### src/rtl/assert_macros.svh
// ----------------------------------------------------------------------------
// Assertion macros
// Shared concurrent assertion helpers, empty when SYNTH is defined.
// ----------------------------------------------------------------------------
`ifndef ASSERT_MACROS_SVH
`define ASSERT_MACROS_SVH

`ifndef SYNTH
// Condition must hold at every clock edge outside reset.
`define ASSERT_ALWAYS(label, clk, rst, cond, msg) \
  label: assert property (@(posedge clk) disable iff (rst) (cond)) else $error(msg);
// Antecedent implies the consequent at the same edge.
`define ASSERT_IMPLIES(label, clk, rst, ante, cons, msg) \
  label: assert property (@(posedge clk) disable iff (rst) (ante) |-> (cons)) else $error(msg);
`else
`define ASSERT_ALWAYS(label, clk, rst, cond, msg)
`define ASSERT_IMPLIES(label, clk, rst, ante, cons, msg)
`endif

`endif

### src/rtl/tspf_pkg.sv
// ----------------------------------------------------------------------------
// Transport stream PID filter package
// Types, constants and codes shared by the filter modules.
// ----------------------------------------------------------------------------
package tspf_pkg;

  localparam int CHANNELS     = 4;
  localparam int SLOT_W       = 2;
  localparam int PACKET_BYTES = 188;
  localparam int POS_W        = $clog2(PACKET_BYTES);
  localparam int Q_DEPTH      = 3;
  localparam int QPTR_W       = 2;

  typedef logic [2:0]       evt_t;
  typedef logic [SLOT_W-1:0] slot_t;
  typedef logic [12:0]      pid_t;
  typedef logic [7:0]       byte_t;
  typedef logic [POS_W-1:0] pos_t;
  typedef logic [3:0]       cc_t;
  typedef logic [2:0]       cfg_idx_t;
  typedef logic [12:0]      cfg_data_t;
  typedef logic [QPTR_W-1:0] qptr_t;

  // Event codes.
  localparam evt_t EVT_PAYLOAD   = 3'd0;
  localparam evt_t EVT_HEADER    = 3'd1;
  localparam evt_t EVT_UNKNOWN   = 3'd2;
  localparam evt_t EVT_SYNC_LOST = 3'd3;
  localparam evt_t EVT_SCRAMBLED = 3'd4;

  // Register indexes.
  localparam cfg_idx_t REG_CHANNELS_IN_USE = 3'd0;
  localparam cfg_idx_t REG_CHAN0_PID       = 3'd1;

  // Stream constants.
  localparam byte_t SYNC_VALUE = 8'h47;
  localparam logic [1:0] AFC_PAYLOAD = 2'h1;
  localparam logic [1:0] AFC_BOTH    = 2'h3;

  localparam pos_t POS_SYNC      = POS_W'(0);
  localparam pos_t POS_HDR1      = POS_W'(1);
  localparam pos_t POS_HDR2      = POS_W'(2);
  localparam pos_t POS_HDR3      = POS_W'(3);
  localparam pos_t POS_ADAPT_LEN = POS_W'(4);
  localparam pos_t LAST_POS      = POS_W'(PACKET_BYTES - 1);

  localparam pos_t OFF_NONE  = POS_W'(PACKET_BYTES);
  localparam pos_t OFF_PLAIN = POS_W'(4);
  localparam pos_t OFF_ADAPT = POS_W'(5);

  typedef struct packed {
    logic [2:0]                ch_in_use;
    pid_t [CHANNELS-1:0]       chan_pid;
  } cfg_t;

  typedef struct packed {
    evt_t  event_res;
    slot_t channel;
    pid_t  packet_pid;
    byte_t data_byte;
    logic  unit_start;
    logic  cc_error;
    logic  transport_err;
    logic  last_of_packet;
  } result_t;

  typedef struct packed {
    logic busy;
    logic halted;
    logic push;
  } core_status_t;

endpackage

### src/rtl/tspf_in_if.sv
// ----------------------------------------------------------------------------
// Stream byte channel
// Valid/ready channel carrying one transport stream byte per transaction.
// ----------------------------------------------------------------------------
interface tspf_in_if;
  logic             valid;
  logic             ready;
  tspf_pkg::byte_t  ts_byte;

  modport source (output valid, output ts_byte, input ready);
  modport sink (input valid, input ts_byte, output ready);
endinterface

### src/rtl/tspf_out_if.sv
// ----------------------------------------------------------------------------
// Filter result channel
// Valid/ready channel carrying one filter event per transaction.
// ----------------------------------------------------------------------------
interface tspf_out_if;
  logic             valid;
  logic             ready;
  tspf_pkg::evt_t   event_res;
  tspf_pkg::slot_t  channel;
  tspf_pkg::pid_t   packet_pid;
  tspf_pkg::byte_t  data_byte;
  logic             unit_start;
  logic             cc_error;
  logic             transport_err;
  logic             last_of_packet;

  modport source (output valid, output event_res, output channel, output packet_pid,
                  output data_byte, output unit_start, output cc_error,
                  output transport_err, output last_of_packet, input ready);
  modport sink (input valid, input event_res, input channel, input packet_pid,
                input data_byte, input unit_start, input cc_error,
                input transport_err, input last_of_packet, output ready);
endinterface

### src/rtl/tspf_cfg.sv
// ----------------------------------------------------------------------------
// Configuration registers
// Holds the active slot count and the per-slot PIDs.
// ----------------------------------------------------------------------------
module tspf_cfg (
  input  logic                clk,
  input  logic                rst,
  input  logic                cfg_we,
  input  tspf_pkg::cfg_idx_t  cfg_index,
  input  tspf_pkg::cfg_data_t cfg_data,
  output tspf_pkg::cfg_t      cfg
);

  always_ff @(posedge clk) begin
    if (rst) begin
      cfg <= '0;
    end else if (cfg_we) begin
      if (cfg_index == tspf_pkg::REG_CHANNELS_IN_USE) begin
        cfg.ch_in_use <= cfg_data[2:0];
      end
      for (int k = 0; k < tspf_pkg::CHANNELS; k++) begin
        if (32'(cfg_index) == 32'(tspf_pkg::REG_CHAN0_PID) + 32'(k)) begin
          cfg.chan_pid[k] <= cfg_data;
        end
      end
    end
  end

endmodule

### src/rtl/tspf_core.sv
// ----------------------------------------------------------------------------
// Packet parser core
// Input byte register, packet state and single-pass event generation.
// ----------------------------------------------------------------------------
module tspf_core (
  input  logic                   clk,
  input  logic                   rst,
  input  logic                   in_accept,
  input  tspf_pkg::byte_t        in_byte,
  input  tspf_pkg::cfg_t         cfg,
  output tspf_pkg::core_status_t status,
  output tspf_pkg::result_t      res
);

  logic                    busy;
  tspf_pkg::byte_t         byte_q;
  tspf_pkg::pos_t          pos, pos_next;
  tspf_pkg::pos_t          offset, offset_next;
  tspf_pkg::slot_t         slot, slot_next;
  logic                    halted, halted_next;
  logic                    tei, tei_next;
  logic                    pusi, pusi_next;
  tspf_pkg::pid_t          pid, pid_next;
  tspf_pkg::cc_t           cc_exp [tspf_pkg::CHANNELS];
  tspf_pkg::cc_t           cc_exp_next [tspf_pkg::CHANNELS];
  logic                    push;

  logic                    found;
  tspf_pkg::slot_t         hit_slot;
  tspf_pkg::pid_t          hdr_pid;
  logic [tspf_pkg::POS_W:0] adapt_end;

  // Input register.
  always_ff @(posedge clk) begin
    if (rst) begin
      busy <= 1'b0;
    end else begin
      busy <= in_accept;
    end
    if (in_accept) begin
      byte_q <= in_byte;
    end
  end

  assign hdr_pid = pid;

  // Lowest active slot whose PID matches wins.
  always_comb begin
    found    = 1'b0;
    hit_slot = '0;
    for (int k = tspf_pkg::CHANNELS - 1; k >= 0; k--) begin
      if (int'(cfg.ch_in_use) > k && cfg.chan_pid[k] == hdr_pid) begin
        found    = 1'b1;
        hit_slot = tspf_pkg::SLOT_W'(k);
      end
    end
  end

  assign adapt_end = {1'b0, byte_q} + (tspf_pkg::POS_W + 1)'(tspf_pkg::OFF_ADAPT);

  always_comb begin
    pos_next    = pos;
    offset_next = offset;
    slot_next   = slot;
    halted_next = halted;
    tei_next    = tei;
    pusi_next   = pusi;
    pid_next    = pid;
    cc_exp_next = cc_exp;
    push        = 1'b0;
    res         = '0;
    if (busy && !halted) begin
      pos_next = (pos == tspf_pkg::LAST_POS) ? '0 : pos + tspf_pkg::POS_W'(1);
      if (pos == tspf_pkg::POS_SYNC) begin
        if (byte_q != tspf_pkg::SYNC_VALUE) begin
          push          = 1'b1;
          res.event_res = tspf_pkg::EVT_SYNC_LOST;
          halted_next   = 1'b1;
        end else begin
          tei_next    = 1'b0;
          pusi_next   = 1'b0;
          pid_next    = '0;
          offset_next = tspf_pkg::OFF_NONE;
        end
      end else if (pos == tspf_pkg::POS_HDR1) begin
        tei_next  = byte_q[7];
        pusi_next = byte_q[6];
        pid_next  = {byte_q[4:0], pid[7:0]};
      end else if (pos == tspf_pkg::POS_HDR2) begin
        pid_next = {pid[12:8], byte_q};
      end else if (pos == tspf_pkg::POS_HDR3) begin
        offset_next        = tspf_pkg::OFF_NONE;
        res.packet_pid     = pid;
        res.unit_start     = pusi;
        res.transport_err  = tei;
        if (byte_q[7:6] != 2'b00) begin
          push          = 1'b1;
          res.event_res = tspf_pkg::EVT_SCRAMBLED;
          halted_next   = 1'b1;
        end else if (byte_q[5:4] == tspf_pkg::AFC_PAYLOAD ||
                     byte_q[5:4] == tspf_pkg::AFC_BOTH) begin
          push = 1'b1;
          if (!found) begin
            res.event_res = tspf_pkg::EVT_UNKNOWN;
          end else begin
            res.event_res          = tspf_pkg::EVT_HEADER;
            res.channel            = hit_slot;
            res.cc_error           = (cc_exp[hit_slot] != byte_q[3:0]);
            cc_exp_next[hit_slot]  = byte_q[3:0] + 4'd1;
            slot_next              = hit_slot;
            offset_next = (byte_q[5:4] == tspf_pkg::AFC_BOTH) ? tspf_pkg::OFF_ADAPT
                                                               : tspf_pkg::OFF_PLAIN;
          end
        end else begin
          res = '0;
        end
      end else if (pos == tspf_pkg::POS_ADAPT_LEN && offset == tspf_pkg::OFF_ADAPT) begin
        // An adaptation field running past the packet end leaves no payload.
        offset_next = (adapt_end > (tspf_pkg::POS_W + 1)'(tspf_pkg::PACKET_BYTES))
                      ? tspf_pkg::OFF_NONE : adapt_end[tspf_pkg::POS_W-1:0];
      end else if (pos >= offset) begin
        push               = 1'b1;
        res.event_res      = tspf_pkg::EVT_PAYLOAD;
        res.channel        = slot;
        res.packet_pid     = pid;
        res.data_byte      = byte_q;
        res.unit_start     = pusi;
        res.transport_err  = tei;
        res.last_of_packet = (pos == tspf_pkg::LAST_POS);
      end
    end
  end

  always_ff @(posedge clk) begin
    if (rst) begin
      pos    <= '0;
      offset <= tspf_pkg::OFF_PLAIN;
      slot   <= '0;
      halted <= 1'b0;
      tei    <= 1'b0;
      pusi   <= 1'b0;
      pid    <= '0;
      for (int k = 0; k < tspf_pkg::CHANNELS; k++) begin
        cc_exp[k] <= '0;
      end
    end else begin
      pos    <= pos_next;
      offset <= offset_next;
      slot   <= slot_next;
      halted <= halted_next;
      tei    <= tei_next;
      pusi   <= pusi_next;
      pid    <= pid_next;
      cc_exp <= cc_exp_next;
    end
  end

  assign status.busy   = busy;
  assign status.halted = halted;
  assign status.push   = push;

endmodule

### src/rtl/tspf_outq.sv
// ----------------------------------------------------------------------------
// Result queue
// Small FIFO of filter events that decouples the parser from the receiver.
// ----------------------------------------------------------------------------
module tspf_outq (
  input  logic               clk,
  input  logic               rst,
  input  logic               push,
  input  tspf_pkg::result_t  push_data,
  output logic               out_valid,
  input  logic               out_ready,
  output tspf_pkg::result_t  out_data,
  output tspf_pkg::qptr_t    level
);

  tspf_pkg::result_t entry [tspf_pkg::Q_DEPTH];
  tspf_pkg::qptr_t   wr_ptr;
  tspf_pkg::qptr_t   rd_ptr;
  logic              pop;

  assign out_valid = (level != '0);
  assign pop       = out_valid && out_ready;
  assign out_data  = entry[rd_ptr];

  always_ff @(posedge clk) begin
    if (rst) begin
      wr_ptr <= '0;
      rd_ptr <= '0;
      level  <= '0;
    end else begin
      if (push) begin
        wr_ptr <= (wr_ptr == tspf_pkg::QPTR_W'(tspf_pkg::Q_DEPTH - 1))
                  ? '0 : wr_ptr + tspf_pkg::QPTR_W'(1);
      end
      if (pop) begin
        rd_ptr <= (rd_ptr == tspf_pkg::QPTR_W'(tspf_pkg::Q_DEPTH - 1))
                  ? '0 : rd_ptr + tspf_pkg::QPTR_W'(1);
      end
      if (push && !pop) begin
        level <= level + tspf_pkg::QPTR_W'(1);
      end else if (pop && !push) begin
        level <= level - tspf_pkg::QPTR_W'(1);
      end
    end
    if (push) begin
      entry[wr_ptr] <= push_data;
    end
  end

endmodule

### src/rtl/ts_packet_pid_filter_top.sv
// ----------------------------------------------------------------------------
// Transport stream PID filter, top level
// Sync check, header parse, PID match, continuity check and payload pass.
// ----------------------------------------------------------------------------
// Usage:
//   ts_in carries one transport stream byte per transaction, packets of 188
//   bytes back to back starting with a sync byte. res_out carries at most one
//   event per byte: payload byte, header accepted, unknown PID, sync lost or
//   scrambled. The cfg port writes the slot count and the slot PIDs; write it
//   only while no byte is in flight.
//   A taken byte is registered into the parse stage, and its event is then
//   registered into the result queue before the receiver can take it.
//   Throughput: one byte per clock while ts_in.ready is high.
//   A three-entry result queue sits after the parse stage; ts_in.ready drops
//   only when the queue plus the byte in the parse stage could fill it, so a
//   stalled receiver backs up the stream and nothing is lost.
//   After a sync loss or a scrambled packet the block swallows all bytes with
//   no events until rst. Reset clears packet state, counters and registers.
// ----------------------------------------------------------------------------
`include "assert_macros.svh"

module ts_packet_pid_filter_top (
  input  logic                clk,
  input  logic                rst,
  input  logic                cfg_we,
  input  tspf_pkg::cfg_idx_t  cfg_index,
  input  tspf_pkg::cfg_data_t cfg_data,
  tspf_in_if.sink             ts_in,
  tspf_out_if.source          res_out
);

  tspf_pkg::cfg_t         cfg;
  tspf_pkg::core_status_t status;
  tspf_pkg::result_t      core_res;
  tspf_pkg::result_t      q_data;
  tspf_pkg::qptr_t        level;
  logic                   in_accept;

  assign ts_in.ready = ({1'b0, level} + {2'b00, status.busy})
                       < (tspf_pkg::QPTR_W + 1)'(tspf_pkg::Q_DEPTH);
  assign in_accept   = ts_in.valid && ts_in.ready;

  tspf_cfg u_cfg (
    .clk       (clk),
    .rst       (rst),
    .cfg_we    (cfg_we),
    .cfg_index (cfg_index),
    .cfg_data  (cfg_data),
    .cfg       (cfg)
  );

  tspf_core u_core (
    .clk       (clk),
    .rst       (rst),
    .in_accept (in_accept),
    .in_byte   (ts_in.ts_byte),
    .cfg       (cfg),
    .status    (status),
    .res       (core_res)
  );

  tspf_outq u_outq (
    .clk       (clk),
    .rst       (rst),
    .push      (status.push),
    .push_data (core_res),
    .out_valid (res_out.valid),
    .out_ready (res_out.ready),
    .out_data  (q_data),
    .level     (level)
  );

  assign res_out.event_res      = q_data.event_res;
  assign res_out.channel        = q_data.channel;
  assign res_out.packet_pid     = q_data.packet_pid;
  assign res_out.data_byte      = q_data.data_byte;
  assign res_out.unit_start     = q_data.unit_start;
  assign res_out.cc_error       = q_data.cc_error;
  assign res_out.transport_err  = q_data.transport_err;
  assign res_out.last_of_packet = q_data.last_of_packet;

  // The queue must never be asked to hold more than its depth.
  `ASSERT_ALWAYS(a_level_bound, clk, rst, level <= tspf_pkg::QPTR_W'(tspf_pkg::Q_DEPTH), "result queue overfilled")
  `ASSERT_IMPLIES(a_push_room, clk, rst, status.push && !(res_out.valid && res_out.ready), level < tspf_pkg::QPTR_W'(tspf_pkg::Q_DEPTH), "push into a full result queue")
  // Once halted, the parser produces no more events.
  `ASSERT_IMPLIES(a_halt_quiet, clk, rst, status.halted, !status.push, "event produced while halted")

endmodule
### src/flat_wrapper.sv
// flat-port wrapper written by rule: the top's interface ports become plain ports
module ts_packet_pid_filter_top_flat 
  (clk, rst, cfg_we, cfg_index, cfg_data, ts_in_valid, ts_in_ts_byte, ts_in_ready, res_out_valid, res_out_event_res, res_out_channel, res_out_packet_pid, res_out_data_byte, res_out_unit_start, res_out_cc_error, res_out_transport_err, res_out_last_of_packet, res_out_ready);
  tspf_in_if ts_in_i ();
  tspf_out_if res_out_i ();
  input  logic clk;
  input  logic rst;
  input  logic cfg_we;
  input  tspf_pkg::cfg_idx_t cfg_index;
  input  tspf_pkg::cfg_data_t cfg_data;
  input wire logic [$bits(ts_in_i.valid)-1:0] ts_in_valid;
  input wire logic [$bits(ts_in_i.ts_byte)-1:0] ts_in_ts_byte;
  output wire logic [$bits(ts_in_i.ready)-1:0] ts_in_ready;
  output wire logic [$bits(res_out_i.valid)-1:0] res_out_valid;
  output wire logic [$bits(res_out_i.event_res)-1:0] res_out_event_res;
  output wire logic [$bits(res_out_i.channel)-1:0] res_out_channel;
  output wire logic [$bits(res_out_i.packet_pid)-1:0] res_out_packet_pid;
  output wire logic [$bits(res_out_i.data_byte)-1:0] res_out_data_byte;
  output wire logic [$bits(res_out_i.unit_start)-1:0] res_out_unit_start;
  output wire logic [$bits(res_out_i.cc_error)-1:0] res_out_cc_error;
  output wire logic [$bits(res_out_i.transport_err)-1:0] res_out_transport_err;
  output wire logic [$bits(res_out_i.last_of_packet)-1:0] res_out_last_of_packet;
  input wire logic [$bits(res_out_i.ready)-1:0] res_out_ready;
  assign ts_in_i.valid = ts_in_valid;
  assign ts_in_i.ts_byte = ts_in_ts_byte;
  assign ts_in_ready = ts_in_i.ready;
  assign res_out_valid = res_out_i.valid;
  assign res_out_event_res = res_out_i.event_res;
  assign res_out_channel = res_out_i.channel;
  assign res_out_packet_pid = res_out_i.packet_pid;
  assign res_out_data_byte = res_out_i.data_byte;
  assign res_out_unit_start = res_out_i.unit_start;
  assign res_out_cc_error = res_out_i.cc_error;
  assign res_out_transport_err = res_out_i.transport_err;
  assign res_out_last_of_packet = res_out_i.last_of_packet;
  assign res_out_i.ready = res_out_ready;
  ts_packet_pid_filter_top u_core (.clk(clk), .rst(rst), .cfg_we(cfg_we), .cfg_index(cfg_index), .cfg_data(cfg_data), .ts_in(ts_in_i), .res_out(res_out_i));
endmodule
### config.mk
export PLATFORM = sky130hd
export DESIGN_NAME = ts_packet_pid_filter_top_flat
export DESIGN_NICKNAME = d
export VERILOG_FILES = /design/src/rtl/tspf_pkg.sv /design/src/rtl/tspf_in_if.sv /design/src/rtl/tspf_out_if.sv /design/src/rtl/tspf_cfg.sv /design/src/rtl/tspf_core.sv /design/src/rtl/tspf_outq.sv /design/src/rtl/ts_packet_pid_filter_top.sv /design/src/flat_wrapper.sv
export VERILOG_INCLUDE_DIRS = /design/src /design/src/rtl
export SDC_FILE = /design/constraint.sdc
export NUM_CORES = 1
export LEC_CHECK = 0
export BUFFER_PORTS_ARGS = -buffer_cell sky130_fd_sc_hd__buf_2
export CELL_PAD_IN_SITES_DETAIL_PLACEMENT = 1
export CELL_PAD_IN_SITES_GLOBAL_PLACEMENT = 2
export CORE_ASPECT_RATIO = 1.2
export CORE_MARGIN = 10
export CORE_UTILIZATION = 35
export CTS_CLUSTER_DIAMETER = 50
export CTS_CLUSTER_SIZE = 10
export DETAILED_ROUTE_END_ITERATION = 12
export PLACE_DENSITY_LB_ADDON = 0.1
export SLEW_MARGIN = 20
export SYNTH_ARGS = -nofsm -noshare
export SYNTH_HDL_FRONTEND = slang
export SYNTH_SLANG_ARGS = --single-unit
export TNS_END_PERCENT = 100
### constraint.sdc
create_clock -name clk -period 4.91 [get_ports clk]
set_clock_uncertainty 0.2 [all_clocks]
set_input_delay 0.982 -clock clk [delete_from_list [all_inputs] [get_ports clk]]
set_output_delay 0.982 -clock clk [all_outputs]
set_load 0.05 [all_outputs]
Word-level counts from Yosys, hierarchy flattened
Memory sizes are Yosys's and may differ from the RTL's. A register that Yosys moved wholly into a read port is not among the register bits.
Index checks and enable logic that the tools add are counted.
- muxes and demuxes: 81
- shifts and indexed selects: 0
- magnitude comparators: 9
- bitwise logic cells: 5
- equality and inequality tests: 24
- add/subtract/negate cells: 8
- divide/modulo/power cells: 0
- reductions and logical operators: 35
- multipliers: 0
- operators by type and width (kind ; count):
    2-to-1 mux 8 bit ; 12
    2-to-1 mux 30 bit ; 3
    2-to-1 mux 27 bit ; 3
    == test 13 bit ; 4
    2-to-1 mux 24 bit ; 2
    2-to-1 mux 13 bit ; 3
    2-to-1 mux 2 bit ; 17
    2-to-1 mux 1 bit ; 31
    2-to-1 mux 22 bit ; 1
    bitwise mux 16 bit ; 1
    == test 8 x 2 -> 1 bit, second input constant ; 2
    == test 8 x 3 -> 1 bit, second input constant ; 2
    2-to-1 mux 4 bit ; 4
    nonzero test 2 bit ; 7
    logical AND 1 bit ; 11
    AND reduction 2 bit ; 5
    adder 8 x 3 -> 9 bit, second input constant ; 1
    > comparator 9 x 8 -> 1 bit, second input constant ; 1
    adder 8 x 1 -> 8 bit, second input constant ; 1
    binary-select mux 4 bit (select 2 bit) ; 1
    demux 4 bit (select 2 bit) ; 1
    == test 8 x 1 -> 1 bit, second input constant ; 1
    == test 8 bit, second input constant ; 1
    >= comparator 8 bit ; 1
    31 further kinds ; 46
- bits in read-only memories: 0
- RAM bits: 90
- output and inout bits: 32
- word-level logic and storage cells: 185
- register bits after elaboration: 120
- bits in latches: 0
- bits of input ports: 29
- memories kept: 1
- memories (memory ; words ; width ; read ports ; clocked after Yosys merged registers in ; write ports ; RTL line ; text):
    u_core.u_outq.entry ; 3 ; 30 ; 1 ; 1 ; 1 ; tspf_outq.sv:16 ; tspf_pkg::result_t entry [tspf_pkg::Q_DEPTH];

Logic depth before layout (Yosys ltp)
Gate-level depths: netlist of the first run.
- depth in word-level cells: 19
- gate-level depth with buffers: 15
- depth with buffers taken out: 15

By module
Synthesis of the first run repeated with hierarchy kept, for this count alone.
- cell total of the unflattened synthesis: 949
- area total of the unflattened synthesis: 10100.9 um^2
- by module, submodules not included (module ; instances ; seq. area each (um^2) ; area each (um^2) ; cells each):
    tspf_core ; 1 ; 1261.2 ; 4217.8 ; 522
    tspf_outq ; 1 ; 2862.7 ; 3629.7 ; 223
    tspf_cfg ; 1 ; 1101.1 ; 2213.4 ; 200
    ts_packet_pid_filter_top ; 1 ; 0.0 ; 40.0 ; 4

Worst setup path after synthesis of the first run
No wires, ideal clock.
- path kind: register to register
- start: register u_core.u_core.pos[0]
- end: memory u_core.u_outq.entry[2][0] (netlist name), enable pin
- clock period less this slack: 4810 ps
- path buffers: 0
- library setup time: 461 ps
- required time: 4249 ps
- cell stages (with the launch flop): 12
- setup slack: 100 ps
- arrival: 4149 ps
- cell sequence: dfxtp_1 -> inv_1 -> ha_1 -> nand2b_1 -> a21o_1 -> a21o_1 -> a211oi_1 -> o21a_1 -> nor3_1 -> a311oi_1 -> nand2b_1 -> nor3b_1
- word-level cells in the longest chain between the ends: 10
- elaborated cells between the ends (all ways): 16
- those cells by class: order compare: 1; eq/ne: 4; mux: 9; reduce/logical: 2
- ends and longest elaborated chain (element ; RTL line ; text):
    start: declaration ; tspf_core.sv:17 ; tspf_pkg::pos_t pos, pos_next;
    start signal: assignment ; tspf_core.sv:147 ; pos <= pos_next;
    >= comparator 8 bit or == test 8 x 3 -> 1 bit (tied branches) ; tspf_core.sv:121, tspf_core.sv:117 ;
    2-to-1 mux 1 bit or logical AND 1 bit (tied branches) ; tspf_core.sv:121, tspf_core.sv:117 ;
    2-to-1 mux 1 bit ; tspf_core.sv:117 ; end else if (pos == tspf_pkg::POS_ADAPT_LEN && offset == tspf_pkg::OFF_ADAPT) begin
    2-to-1 mux 1 bit ; tspf_core.sv:91 ; end else if (pos == tspf_pkg::POS_HDR3) begin
    2-to-1 mux 1 bit ; tspf_core.sv:89 ; end else if (pos == tspf_pkg::POS_HDR2) begin
    2-to-1 mux 1 bit ; tspf_core.sv:85 ; end else if (pos == tspf_pkg::POS_HDR1) begin
    2-to-1 mux 1 bit * ; tspf_core.sv:74 ; if (pos == tspf_pkg::POS_SYNC) begin
    2-to-1 mux 1 bit * ; tspf_core.sv:72 ; if (busy && !halted) begin
    2-to-1 mux 1 bit * ; tspf_outq.sv:45 ; if (push) begin
    2-to-1 mux 1 bit (implied by the code) * ; tspf_outq.sv:46 ; entry[wr_ptr] <= push_data;
    end: declaration ; tspf_outq.sv:16 ;
Mark *: on every way between the ends. The rest lies on a longest branch, timed or not.

Final worst setup path of the first run
- start: register u_core.u_core.byte_q[0]
- end: register u_core.u_core.offset[2]
- word-level cells in the longest chain between the ends: 8
- elaborated cells between the ends (all ways): 11
- those cells by class: add/sub: 1; order compare: 1; eq/ne: 2; mux: 6; reduce/logical: 1
- ends and longest elaborated chain (element ; RTL line ; text):
    start: declaration ; tspf_core.sv:16 ; tspf_pkg::byte_t byte_q;
    start signal: assignment ; tspf_core.sv:41 ; byte_q <= in_byte;
    adder 8 x 3 -> 9 bit ; tspf_core.sv:59 ; assign adapt_end = {1'b0, byte_q} + (tspf_pkg::POS_W + 1)'(tspf_pkg::OFF_ADAPT);
    > comparator 9 x 8 -> 1 bit ; tspf_core.sv:119 ; offset_next = (adapt_end > (tspf_pkg::POS_W + 1)'(tspf_pkg::PACKET_BYTES))
    2-to-1 mux 8 bit ; tspf_core.sv:120 ; ? tspf_pkg::OFF_NONE : adapt_end[tspf_pkg::POS_W-1:0];
    2-to-1 mux 8 bit ; tspf_core.sv:117 ;
    2-to-1 mux 8 bit ; tspf_core.sv:91 ;
    2-to-1 mux 8 bit ; tspf_core.sv:89 ;
    2-to-1 mux 8 bit ; tspf_core.sv:85 ;
    2-to-1 mux 8 bit ; tspf_core.sv:74 ;
    end signal: assignment ; tspf_core.sv:137 ; offset <= tspf_pkg::OFF_PLAIN;
    end signal: assignment ; tspf_core.sv:148 ; offset <= offset_next;
    end: declaration ; tspf_core.sv:18 ; tspf_pkg::pos_t offset, offset_next;
Several ways; a longest one is shown, not always the timed one. The select of a mux whose other input is x is not followed.
A chain may end at the register's enable or synchronous reset.

==> run_results.csv, run 1 <==
group,metric,value,unit
clock_tree,cts_tree,"built",
global_routing,overflow,0,
routing,drtPass1Iterations,5,
floorplan,start_util,35.6,%
floorplan,die-area,0.0348,mm2
min_path,min-delay-start,"u_core.u_core.tei",
logic_synthesis,synth_top_cell_by_area,"edfxtp_1",
clock_tree,cts_resized,0,
global_routing,grt_max_degree,78,
clock_tree,cts_sinks,212,
logic_synthesis,yosysUniqueCellTypes,61,
clock_tree,clk_path_buf_depth,3,
clock_tree,numCtsBuffers,29,
floorplan,core_area,0.0273,mm2
worst_setup_path,startpoint,"u_core.u_core.byte_q[0]",
routing,wirelength,28.6,mm
power_and_ir_drop,powerDensity,445,mW/mm2
sta,post-route-period-util,77.9,%
worst_setup_path,worstPathArrival,4.05,ns
logic_synthesis,synth-main-ff-cell,"dfxtp_1",
floorplan,fp.dieW,172,um
worst_setup_path,cp-start-kind,"flop",
place,gp_congestion,0.838,
global_routing,grt_antenna_before_repair,0,
logic_synthesis,synth_cells,986,
worst_setup_path,timing.rr.start,"u_core.u_core.byte_q[0]",
clock_tree,clk_latency,0.56,ns
sta,setup_viol_count_final,0,
logic_synthesis,synthTopCellsByArea,"edfxtp_1 30%, dfxtp_1 24%, nand2_1 6.6%, mux2i_1 5.0%, a21oi_1 4.4%",
routing,detail-route-antenna-nets,0,
routing,drtIter0Drc,349,
sta,hold_violations,0,
clock_tree,holdBufCountCts,0,
routing,vias_per_cell,5.21,
logic_synthesis,yosysTopAreaCellShare,30.4,%
worst_setup_path,crit_type,"flop to flop",
logic_synthesis,ys_ff_latch,212,
worst_setup_path,critical_path.endpoint_type,"flop",
min_path,hp-class,"flop to flop",
cells_and_area,antenna_cells,0,
clock_tree,cts-root-buf,"clkbuf_16",
sta,hold_slack,0.248,ns
sta,rsz0062_at_grt,"no",
global_routing,grt_pass1_wl,44.3,mm
sta,slew-limit-headroom,28.9,%
sta,worstMarginPinSlew,1.06,ns
logic_synthesis,syn_area,0.00969,mm2
cells_and_area,final_common_cell,"nand2_1",
logic_synthesis,synth_fp_nets,1032,
routing,route.detailed.drc,0,
sta,fmax,261,MHz
logic_synthesis,seq_area_frac_synth,53.9,%
routing,post_drt_wl_per_cell,20.7,um
floorplan,die_h,202,um
worst_setup_path,crit_fanout,9,
worst_setup_path,crit_required,5.14,ns
global_routing,grt_pass1_vias,7547,
logic_synthesis,synth_area_per_cell,9.83,um2
cells_and_area,syn_to_final_growth,15.8,%
cells_and_area,nFillCells,3094,
sta,drv_slew,0,
logic_synthesis,synthArstFlopShare,0,%
cells_and_area,most-common-layout-cells,"171 x nand2_1, 112 x dfxtp_1, 98 x edfxtp_1",
routing,vias,7224,
floorplan,placementRows,66,
power_and_ir_drop,p_leak,4.04,nW
floorplan,io_pins,61,
place,place_ws,1.11,ns
power_and_ir_drop,irDropWorstVdd,0.220,mV
logic_synthesis,synth_edf_count,98,
sta,fin_setup_tns,0,ns
logic_synthesis,yosys_warnings,0,
global_routing,track_usage,16.2,%
clock_tree,htree_levels,1,
sta,fin_crit,3.83,ns
cells_and_area,nets,1069,
place,dp_hpwl,20.1,mm
place,port_buffers,60,
run,max-cap-violations,0,
clock_tree,cts.reportedPaths.clkPinSlew,0.06,ns
cells_and_area,final_layout_size_suffix_gt1_share,12.0,%
outcome,outcome,"complete, no violations",
sta,fin_ws,1.08,ns
clock_tree,postCtsSetupRepairBufs,0,
area by class of cell:
cell class / count / area [um2] / share of cell area [%]
Sequential cell: 212 / 5230 / 46.6
Multi-Input combinational cell: 697 / 4180 / 37.2
Clock buffer: 42 / 796 / 7.09
Tap cell: 340 / 425 / 3.79
Clock inverter: 12 / 181 / 1.62
Inverter: 16 / 60.1 / 0.535
Timing Repair Buffer: 67 / 355 / 3.17
sequential cells by signal, indices dropped and copies added, names as in the netlist, 8 cells and up, named ones only:
name and flops:
u_core.u_core.offset 8, u_core.u_core.byte_q 8, u_core.u_core.cc_exp 16, u_core.u_core.hdr_pid 13
u_core.u_outq.entry 90, u_core.u_core.pos 8, u_core.u_cfg.cfg 55
stage by stage:
stage / area [um2] / utilization [%] / std cells / power, W
2_1_floorplan: 9690 / - / 986 / 0.00266
3_3_place_gp: 10200 / 37.6 / 1332 / 0.00292
3_5_place_dp: 10200 / 37.6 / 1332 / 0.00292
4_1_cts: 11200 / 41.2 / 1386 / 0.00508
5_1_grt: 11200 / 41.2 / 1386 / 0.00521
6_report: 11200 / 41.2 / 1386 / 0.00500
synth_stat cells, types with 2 or more instances:
master and count:
a22oi_1 8, and3_1 6, nor3_1 11, o221ai_1 2
xor2_1 49, or2_1 2, buf_1 6, o31a_1 2
o31ai_1 2, o21ai_0 46, o211ai_1 2, nor3b_1 2
nand3_1 24, or3_1 2, clkbuf_1 53, inv_1 16
and4_1 2, nor2b_1 6, dfxtp_1 114, edfxtp_1 98
nand2b_1 13, o21a_1 2, or2_2 5, ha_1 17
mux2i_1 48, a22o_1 3, nor3_4 2, xnor2_1 23
or4_1 2, and2_1 28, a41oi_1 2, a221oi_1 4
nor2_1 64, a21o_1 4, nand2_1 171, a21oi_1 86
nor4_1 22, nand4_1 14
power breakdown:
part | total, W | internal, W | switching, W
clock | 0.00213 | 0.00134 | 0.000790
combinational | 0.000827 | 0.000230 | 0.000596
sequential | 0.00204 | 0.00192 | 0.000121
total | 0.00500 | 0.00349 | 0.00151
cells by family (layout without fill, tap and decap cells):
kind of cell / count (synthesis) / in the layout / share of synthesized area [%]
and+or+nand+nor: 385 / 385 / 18.9
DFF: 212 / 212 / 53.9
AOI/OAI and AO/OA: 175 / 175 / 10.4
buffers and inverters: 77 / 137 / 3.10
xor gates and xnor gates: 72 / 72 / 6.50
muxes: 48 / 48 / 4.96
adders and majority gates: 17 / 17 / 2.19
critical path, stage by stage, from the launching register on:
cell	delay [ns]
edfxtp_1	0.58
ha_1	0.39
nand3b_1	0.14
nor4_1	0.45
nand2_1	0.29
o21a_1	0.18
nor3_2	0.14
o31ai_1	0.25
a2111oi_0	0.70
a22oi_1	0.14
or2_1	0.24
routing by layer:
metal	part of all wire [%]	GRT usage (%)	up-vias	wire length, um
li1	-	-	3522	-
met1	43	19.8	3555	12400
met2	51	29.2	111	14600
met3	3.4	2.22	36	980
met4	2.0	3.92	0	580
met5	0	0	-	0
final timing paths:
| check | endpoint | slack, ns | cells after the start |
|---|---|---|---|
| hold / removal | u_core.u_core.tei | 0.25 | 2 |
| hold reg to reg | u_core.u_core.tei | 0.25 | 2 |
| setup reg to reg | u_core.u_core.offset[2] | 1.08 | 10 |
| setup / recovery | u_core.u_core.offset[2] | 1.08 | 10 |
No activity file was read; power rests on OpenSTA's default activity.
==> run 2: changes to the inputs <==
--- a/config.mk
+++ b/config.mk
@@ -6,12 +6,13 @@
 export SDC_FILE = /design/constraint.sdc
 export NUM_CORES = 1
 export LEC_CHECK = 0
+export ABC_AREA = 1
 export BUFFER_PORTS_ARGS = -buffer_cell sky130_fd_sc_hd__buf_2
 export CELL_PAD_IN_SITES_DETAIL_PLACEMENT = 1
 export CELL_PAD_IN_SITES_GLOBAL_PLACEMENT = 2
 export CORE_ASPECT_RATIO = 1.2
 export CORE_MARGIN = 10
-export CORE_UTILIZATION = 35
+export CORE_UTILIZATION = 33
 export CTS_CLUSTER_DIAMETER = 50
 export CTS_CLUSTER_SIZE = 10
 export DETAILED_ROUTE_END_ITERATION = 12
==> constraint.sdc (replaced) <==
create_clock -name clk -period 3.1 [get_ports clk]
set_clock_uncertainty 0.2 [all_clocks]
set_input_delay 0.62 -clock clk [delete_from_list [all_inputs] [get_ports clk]]
set_output_delay 0.62 -clock clk [all_outputs]
set_load 0.05 [all_outputs]
==> run 2 against run 1 <==
Via count rose by 27%. Synthesized cell count rose by 34%. Non-clock buffer count rose by 37. Core utilization fell by 1.5 points. Largest power group unchanged. Critical path type is now flop to primary output.
==> run_results.csv, run 2 <==
group,metric,value,unit
clock_tree,cts_sinks,212,
cells_and_area,antenna_cells,0,
min_path,min-delay-start,"ts_in_ts_byte[2]",
logic_synthesis,yosysTopAreaCellShare,28.4,%
global_routing,grt_max_degree,31,
worst_setup_path,crit_type,"flop to primary output",
clock_tree,cts-root-buf,"clkbuf_16",
clock_tree,clk_path_buf_depth,3,
floorplan,start_util,33.3,%
power_and_ir_drop,finalPower,0.00891,W
routing,post_drt_wl_per_cell,19.5,um
cells_and_area,largest_reg_flops,90,
logic_synthesis,syn_area,0.0104,mm2
cells_and_area,most-common-layout-cells,"323 x nand2_1, 168 x a21oi_1, 156 x nor2_1",
floorplan,fp.dieW,182,um
global_routing,grt_pass1_wl,55.6,mm
cells_and_area,nFillCells,3791,
global_routing,grt_pass1_vias,9439,
place,dp_hpwl,27.8,mm
cells_and_area,final_common_cell,"nand2_1",
sta,setup_viol_count_final,0,
worst_setup_path,crit_buf_inv,3,
logic_synthesis,synthTopCellsByArea,"edfxtp_1 28%, dfxtp_1 22%, nand2_1 12%, a21oi_1 8.1%, nor2_1 5.7%",
place,gp_congestion,0.864,
floorplan,die-area,0.0389,mm2
routing,detail-route-antenna-nets,0,
place,post-place-cells,1784,
logic_synthesis,yosys_warnings,0,
global_routing,overflow,0,
cells_and_area,final_cell_count_no_fill,1840,
clock_tree,cts_tree,"built",
cells_and_area,regMostFlops,"u_core.u_outq.entry",
logic_synthesis,synth_cells,1318,
sta,post-route-period-util,94.1,%
place,port_buffers,60,
routing,route.detailed.drc,0,
routing,wirelength,36.0,mm
worst_setup_path,crit_family,"buffers and inverters",
logic_synthesis,synth_area_per_cell,7.87,um2
worst_setup_path,timing.rr.start,"u_core.u_core.pos[3]",
logic_synthesis,ys_ff_latch,212,
clock_tree,clk_latency,0.56,ns
floorplan,placementRows,71,
global_routing,grt_antenna_before_repair,0,
clock_tree,holdBufCountCts,0,
sta,worstMarginPinSlew,0.862,ns
floorplan,io_pins,61,
worst_setup_path,critical_path.endpoint_type,"primary output",
cells_and_area,top_regs,"u_core.u_outq.entry x90, u_core.u_cfg.cfg x55, u_core.u_core.cc_exp x16",
floorplan,die_h,214,um
worst_setup_path,crit_chain,"inv_1 > buf_4 > nor2_1 > a21oi_1 > buf_2",
floorplan,core_area,0.0312,mm2
clock_tree,numCtsBuffers,30,
logic_synthesis,ys_top_cells_by_count,"324 x nand2_1, 168 x a21oi_1, 157 x nor2_1, 133 x inv_1, 114 x dfxtp_1",
worst_setup_path,cp_slowest_cell,"inv_1",
clock_tree,postCtsSetupRepairBufs,0,
cells_and_area,nets,1461,
sta,fmax,343,MHz
sta,fin_setup_tns,0,ns
worst_setup_path,worstPathArrival,2.10,ns
worst_setup_path,crit_fanout,13,
clock_tree,cts.reportedPaths.clkPinSlew,0.06,ns
run,max-cap-violations,0,
clock_tree,htree_levels,1,
min_path,hp-class,"input port to flop",
logic_synthesis,yosysMostFrequentCell,"nand2_1",
sta,hold_violations,0,
logic_synthesis,yosysUniqueCellTypes,39,
global_routing,track_usage,18.1,%
power_and_ir_drop,irDropWorstVdd,0.662,mV
power_and_ir_drop,powerDensity,721,mW/mm2
worst_setup_path,crit_required,2.28,ns
sta,fin_crit,2.92,ns
sta,slew-limit-headroom,42.5,%
sta,drv_slew,0,
clock_tree,cts_resized,0,
logic_synthesis,synthArstFlopShare,0,%
worst_setup_path,cp-start-kind,"flop",
routing,drtIter0Drc,538,
outcome,outcome,"complete, no violations",
place,place_ws,0.243,ns
logic_synthesis,seq_area_frac_synth,50.4,%
logic_synthesis,synth_top_cell_by_area,"edfxtp_1",
cells_and_area,syn_to_final_growth,19.2,%
cells_and_area,final_layout_size_suffix_gt1_share,15.0,%
sta,rsz0062_at_grt,"no",
routing,drtPass1Iterations,5,
logic_synthesis,synth-main-ff-cell,"dfxtp_1",
sta,fin_ws,0.182,ns
routing,vias_per_cell,4.97,
routing,vias,9140,
logic_synthesis,synth_edf_count,98,
worst_setup_path,crit_path_max_incr_delay,0.42,ns
power_and_ir_drop,p_leak,5.32,nW
logic_synthesis,synth_fp_nets,1364,
[run 2: cell types whose count changed after synthesis, sizes merged, moves of 18 or more]
cell and change:
and2 -28, nor4 -21, nor2 +105, nand2 +168, clkbuf -22, inv +137
o21ai +44, mux2i -48, a21oi +82, xnor2 -19, xor2 -42, nand3 +18
[run 2: path summary, 6_finish.rpt]
kind / end / slack [ns] / depth (start not counted)
max: res_out_packet_pid[4] / 0.18 / 5
min: u_core.u_core.byte_q[2] / 0.04 / 1
max reg2reg: u_core.u_outq.level[1] / 0.29 / 16
min reg2reg: u_core.u_core.halted / 0.26 / 2
[run 2: cells by family after synthesis]
| group | Yosys count | synth area share (%) |
|---|---|---|
| buf+inv | 193 | 7.20 |
| xor+xnor | 11 | 0.929 |
| fa+ha+maj | 17 | 2.05 |
| flops | 212 | 50.4 |
| simple gates | 605 | 25.0 |
| compound gates | 280 | 14.5 |
[run 2: final cells by class]
class	count	area [um2]	share of cell area [%]
Multi-Input combinational cell	913	4410	35.7
Inverter	154	586	4.74
Clock inverter	10	119	0.961
Timing Repair Buffer	104	656	5.30
Tap cell	401	502	4.06
Clock buffer	46	863	6.98
Sequential cell	212	5230	42.3
[run 2: report_power, final]
part / internal, W / switching, W
clock: 0.00208 / 0.00129
sequential: 0.00307 / 0.0000825
combinational: 0.000565 / 0.00183
total: 0.00572 / 0.00320
[run 2: stage by stage]
stage	utilization, %	hold WS [ns]	cell area (um2)
final	39.7	0.0365	12400
after global placement	36.5	0.246	11400
after global routing	39.7	0.0161	12400
after detailed placement	36.5	0.251	11400
after floorplan	-	0.221	10400
after CTS	39.6	0.00869	12300
[run 2: layer usage]
layer	track usage (%)	vias to the layer above	routed length, um
li1	-	4551	-
met1	22.4	4406	15700
met2	32.4	136	18200
met3	2.33	47	1310
met4	4.56	0	722
met5	0	-	0
